## config.mk

```make
export PLATFORM = sky130hd
export DESIGN_NAME = aetd_cfg
export DESIGN_NICKNAME = d
export VERILOG_FILES = /design/src/sv/aetd_pkg.sv /design/src/sv/aetd_cfg.sv
export SDC_FILE = /design/constraint.sdc
export NUM_CORES = 1
export LEC_CHECK = 0
export BUFFER_PORTS_ARGS = -buffer_cell sky130_fd_sc_hd__buf_2
export CAP_MARGIN = 20
export CORE_MARGIN = 2
export CORE_UTILIZATION = 48
export CTS_CLUSTER_SIZE = 20
export DETAILED_ROUTE_END_ITERATION = 10
export HOLD_SLACK_MARGIN = 0.05
export PLACE_DENSITY = 0.78
export SYNTH_ARGS = -nofsm -noshare
export SYNTH_HDL_FRONTEND = slang
export SYNTH_SLANG_ARGS = --single-unit
```

## constraint.sdc

```tcl
create_clock -name clk -period 0.8 [get_ports clk]
set_input_delay 0.08 -clock clk [delete_from_list [all_inputs] [get_ports clk]]
set_output_delay 0.08 -clock clk [all_outputs]
set_load 0.02 [all_outputs]
```

## src/sv/aetd_pkg.sv

```systemverilog
`default_nettype none
package aetd_pkg;

	localparam int SAMPLE_BITS = 12;
	localparam int DUTY_BITS   = 10;
	localparam int SHIFT_BITS  = 4;
	localparam int INDEX_BITS  = 3;

	localparam logic [SAMPLE_BITS-1:0] MIDPOINT_RESET = SAMPLE_BITS'(1 << (SAMPLE_BITS - 1));
	localparam logic [SAMPLE_BITS-1:0] FLOOR_RESET    = SAMPLE_BITS'(18);
	localparam logic [SAMPLE_BITS-1:0] FULL_RESET     = SAMPLE_BITS'(850);
	localparam logic [SHIFT_BITS-1:0]  MID_SHIFT_RESET = SHIFT_BITS'(8);
	localparam logic [SHIFT_BITS-1:0]  ATK_SHIFT_RESET = SHIFT_BITS'(2);
	localparam logic [SHIFT_BITS-1:0]  REL_SHIFT_RESET = SHIFT_BITS'(5);

	typedef enum logic [INDEX_BITS-1:0] {
		REG_NOISE_FLOOR    = 3'd0,
		REG_FULL_SCALE     = 3'd1,
		REG_MID_SHIFT      = 3'd2,
		REG_ATTACK_SHIFT   = 3'd3,
		REG_RELEASE_SHIFT  = 3'd4
	} cfg_reg_t;

	typedef struct packed {
		logic [SAMPLE_BITS-1:0] noise_floor;
		logic [SAMPLE_BITS-1:0] full_scale;
		logic [SHIFT_BITS-1:0]  mid_shift;
		logic [SHIFT_BITS-1:0]  attack_shift;
		logic [SHIFT_BITS-1:0]  release_shift;
	} cfg_t;

	typedef enum logic [3:0] {
		ST_IDLE,
		ST_MSHIFT,
		ST_MADD,
		ST_AMP,
		ST_ECMP,
		ST_ESHIFT,
		ST_EADD,
		ST_DUTY,
		ST_DIV,
		ST_DONE
	} state_t;

endpackage
`default_nettype wire

```

## src/sv/aetd_cfg.sv

```systemverilog
`default_nettype none
module aetd_cfg
	import aetd_pkg::*;
(
	input  wire logic                   clk,
	input  wire logic                   arst_n,
	input  wire logic                   cfg_we,
	input  wire logic [INDEX_BITS-1:0]  cfg_index,
	input  wire logic [SAMPLE_BITS-1:0] cfg_wdata,
	output cfg_t                        cfg
);

	cfg_t cfg_q;

	always_ff @(posedge clk or negedge arst_n) begin
		if (!arst_n) begin
			cfg_q.noise_floor    <= FLOOR_RESET;
			cfg_q.full_scale     <= FULL_RESET;
			cfg_q.mid_shift      <= MID_SHIFT_RESET;
			cfg_q.attack_shift   <= ATK_SHIFT_RESET;
			cfg_q.release_shift  <= REL_SHIFT_RESET;
		end else if (cfg_we) begin
			case (cfg_index)
				REG_NOISE_FLOOR:    cfg_q.noise_floor    <= cfg_wdata;
				REG_FULL_SCALE:     cfg_q.full_scale     <= cfg_wdata;
				REG_MID_SHIFT:      cfg_q.mid_shift      <= cfg_wdata[SHIFT_BITS-1:0];
				REG_ATTACK_SHIFT:   cfg_q.attack_shift   <= cfg_wdata[SHIFT_BITS-1:0];
				REG_RELEASE_SHIFT:  cfg_q.release_shift  <= cfg_wdata[SHIFT_BITS-1:0];
				default: ;
			endcase
		end
	end

	assign cfg = cfg_q;

endmodule
`default_nettype wire

```

==> reports/summary.md <==
The flow ran to the end, but the final reports show violations. The final reports fail on setup timing. The tools report the net count after synthesis as 97. Detailed placement ended at an HPWL of 2000 um. The placement row count was 19; the fraction of layout instances using a drive strength above 1 was 0.796.

The finished cells cover 2630 sq um. For this design the ratio of total power to cell area is 2660 nW/um^2. STA classifies the critical path startpoint as a flip-flop. The logs give 1860 sq um for the cell area after placement and 1,225 for the via count of the first global-routing pass. The final number of max-transition violations was 0; the achievable clock frequency was 873 MHz.

Setup repair after global routing could not meet its margin everywhere. The sequential share of power is 0.385, and the proportion of total power due to net switching is 0.298. The die height is 59.0 um, and the area of the mapped netlist is 1450 sq um.

The dominant delay contributor by cell family on the critical path was flip-flops. In the synthesized netlist, the number of instances is 79. Counting the fill cells in the layout gives 68.

Path depth of the worst reg2reg path: 2. For the pin with the worst max-slew slack, the measured transition is 258 ps. The register with the most flip-flops in the layout has 36 of them. The area of the multi-input gates was 611 sq um.

The region available for standard cell placement spans 2810 sq um. The arrival time at the worst endpoint was 1070 ps. The run gives 36 as the count of clock tree sinks. The internal power of the cells totals 4.91 mW. For the final RePlAce weighted congestion, the log shows 0.738. Max-cap violations in this run came to 0. After clock tree synthesis, the clock-pin slew on the worst setup and hold paths is 130 ps.

The number of buffers between clock root and the deepest sink is 2, and the part of the cycle the worst path needs is 1.43. IR analysis of the VDD net gives a maximum drop of 2.06 mV. In this run the mean area of a mapped cell was 18.4 sq um.

Hold timing on the final database bottoms out at a slack of 202 ps. The hold violation total from the final report was 0. The tools report the register-to-register setup slack as -140 ps. On the final layout, the worst clock skew is 0 ps. In this run the worst path has a maximum fanout of 2.

The run gives 37 as the maximum number of pins on one net before global-route repair. The number of synthesized register bits is 36, and the relative slew slack is 0.827. The run gives 212 as the post-layout instance count excluding filler cells. Share of synthesized area occupied by flip-flops and latches: 0.629. The clock reaches the later pin of the worst-skew pair after 340 ps. Summing all flip-flop and latch instances after layout gives 917 sq um. The number of antenna diodes in the final layout is 0. The initial antenna violation count came out at 0. The biggest area contributor in the post-synthesis netlist is dfrtp_1. The run gives 0.518 as the effective utilization at floorplan. The worst setup path is captured at an output port. The run gives 1,127 as the count of vias placed by the detailed router. TritonCTS built the clock tree. Dividing the detail-routed wire length by the instance count gives 21.9 um. The tools report the startpoint of the lowest-slack register-to-register path as cfg[7]$_DFFE_PN0P_. Walking the worst path, the cells encountered are buf_6. STA puts the critical path data required time at 720 ps. Setup violations remaining at the end of the flow were counted as 65. After the first detailed-routing iteration, the DRC count stood at 32. Yosys attributes the largest share of cell area to dfrtp_1 43%, mux2_2 20%, dfstp_2 20%. The area growth from synthesis to layout is 81.2%. The area share of the largest cell type after synthesis is 0.430, and the horizontal die dimension is 59.0 um. Final worst-path setup slack: -346 ps. In this run, placement finished with an instance count of 166. The mean number of vias per cell was 5.32. The type of the tightest min-delay check was in2async. The run gives 6660 um as the global-route wire length before repair. The tree is rooted in a clkbuf_4. In this run the tool buffered the top-level ports with 53 buffer cells. For the total routing resource utilization after global routing, the log shows 0.268. The post-layout minimum cycle time works out to 1150 ps. By startpoint and endpoint, the worst setup path is classified as reg2out. For the remaining design rule violation count, the log shows 0.

Pin placement for this block handled 54 I/O pins. For the area enclosed by the die boundary, the log shows 3490 sq um. The share of power burned in combinational logic came out at 0.406. Summed over all nets, the switching power comes to 2.09 mW. For this design, the slowest cell found on the critical path is dfstp_2. The logs give 0 for the remaining global-route overflow and 1.27 nW for the leakage power figure.

The tools report the final core area utilization as 0.939. The worst register-to-register path ends at cfg[7]$_DFFE_PN0P_. After synthesis, the netlist uses 9 different library cells. For this run, the number of Yosys warnings is 0.

Clock tree synthesis inserted a total of 5 buffers. Maximum cell stage delay along the critical path: 580 ps. In this run the remaining antenna-violating nets after routing total 0.

The pre-antenna-repair detailed-routing pass consisted of 4 iterations. The tools report the fraction of power consumed by the clock network as 0.209. After the last flow step, the layout net total stands at 198. The final layout contains routed wiring with a total length of 4640 um.

CTS built an H-tree with a depth of 2. The combined buffer and inverter count along the critical path is 1, and the aggregate negative setup slack is -10,500 ps.
==> layout make-up <==
| class | count | share of cell area |
|---|---|---|
| flip-flops and latches | 36 | 0.348 |
| repair buffers | 96 | 0.369 |
| multi-input cells | 41 | 0.232 |
| clock buffers | 7 | 0.0247 |
| well taps | 31 | 0.0147 |
| clock inverters | 1 | 0.0114 |
==> layout by cell type, fill, tap and decap left out <==
master and instances:
buf_4 9, dfrtp_2 2, bufinv_16 1, clkbuf_8 2, clkbuf_16 1, clkbuf_4 5
buf_8 1, nor4b_4 1, mux2_4 35, buf_12 2, mux2_2 1, dfrtp_1 23
dfstp_2 11, and4bb_4 1, dlygate4sd3_1 13, buf_2 15, buf_6 55, nand4b_1 1
and4bb_2 2
==> worst max path at each step <==
stage	startpoint	to	slack (ps)	cells after the start
final	cfg[28]$_DFFE_PN1P_	cfg[28]	-350	1
after detailed placement	cfg_index[0]	cfg[31]$_DFFE_PN0P_	-380	4
after CTS	cfg[18]$_DFFE_PN1P_	cfg[18]	-300	1
after global placement	cfg_index[0]	cfg[27]$_DFFE_PN0P_	-360	4
after global routing	cfg[28]$_DFFE_PN1P_	cfg[28]	-370	1
after floorplan	cfg_index[0]	cfg[24]$_DFFE_PN0P_	-230	3
==> synthesized netlist by cell type <==
cell	number
mux2_4	10
mux2_2	26
buf_6	2
and4bb_4	1
nand4b_1	1
nor4b_4	1
and4bb_2	2
dfrtp_1	25
dfstp_2	11
==> layer usage <==
layer  vias up  global-route usage  part of all wire  routed length (um)
met3        10              0.0655             0.045                 208
met4         0               0.127             0.027                 127
met5         -                   0                 0                   0
met2        48               0.454              0.54                2490
li1        487                   -                 -                   -
met1       582               0.321              0.39                1820
==> metrics by stage <==
step,setup WS [ps],power [mW]
floorplan,-228,3.60
finish,-346,7.00
CTS,-298,6.59
global route,-374,7.24
global placement,-360,4.16
detailed placement,-379,4.22
==> power by group through the flow <==
stage / logic [mW] / clock network (mW) / registers (mW)
4_1_cts: 2.52 / 1.45 / 2.62
3_3_place_gp: 1.63 / 0 / 2.53
3_5_place_dp: 1.66 / 0 / 2.56
5_1_grt: 2.95 / 1.56 / 2.73
6_report: 2.84 / 1.46 / 2.70
2_1_floorplan: 0.536 / 0 / 3.06
==> worst min-delay path, cell delays in order <==
cell and delay [ps]:
dlygate4sd3_1 510, buf_2 120, buf_12 210
==> timing repair <==
item,4_1_cts,5_1_grt
cloned,1,0
buffers inserted,14,12
hold endpoints to repair,64,2
pin swaps,1,0
gates resized for setup,90,19
hold buffers,12,1
endpoints found under the setup margin,46,65
==> cell families (layout without fill, tap and decap cells) <==
group                  after synthesis  in the layout  share of synthesized area
buffers and inverters                2            104                     0.0155
multiplexers                        36             36                      0.305
AND/OR/NAND/NOR                      5              5                     0.0508
flip-flops                          36             36                      0.629
Note: power is estimated with default switching activity, not from simulation.
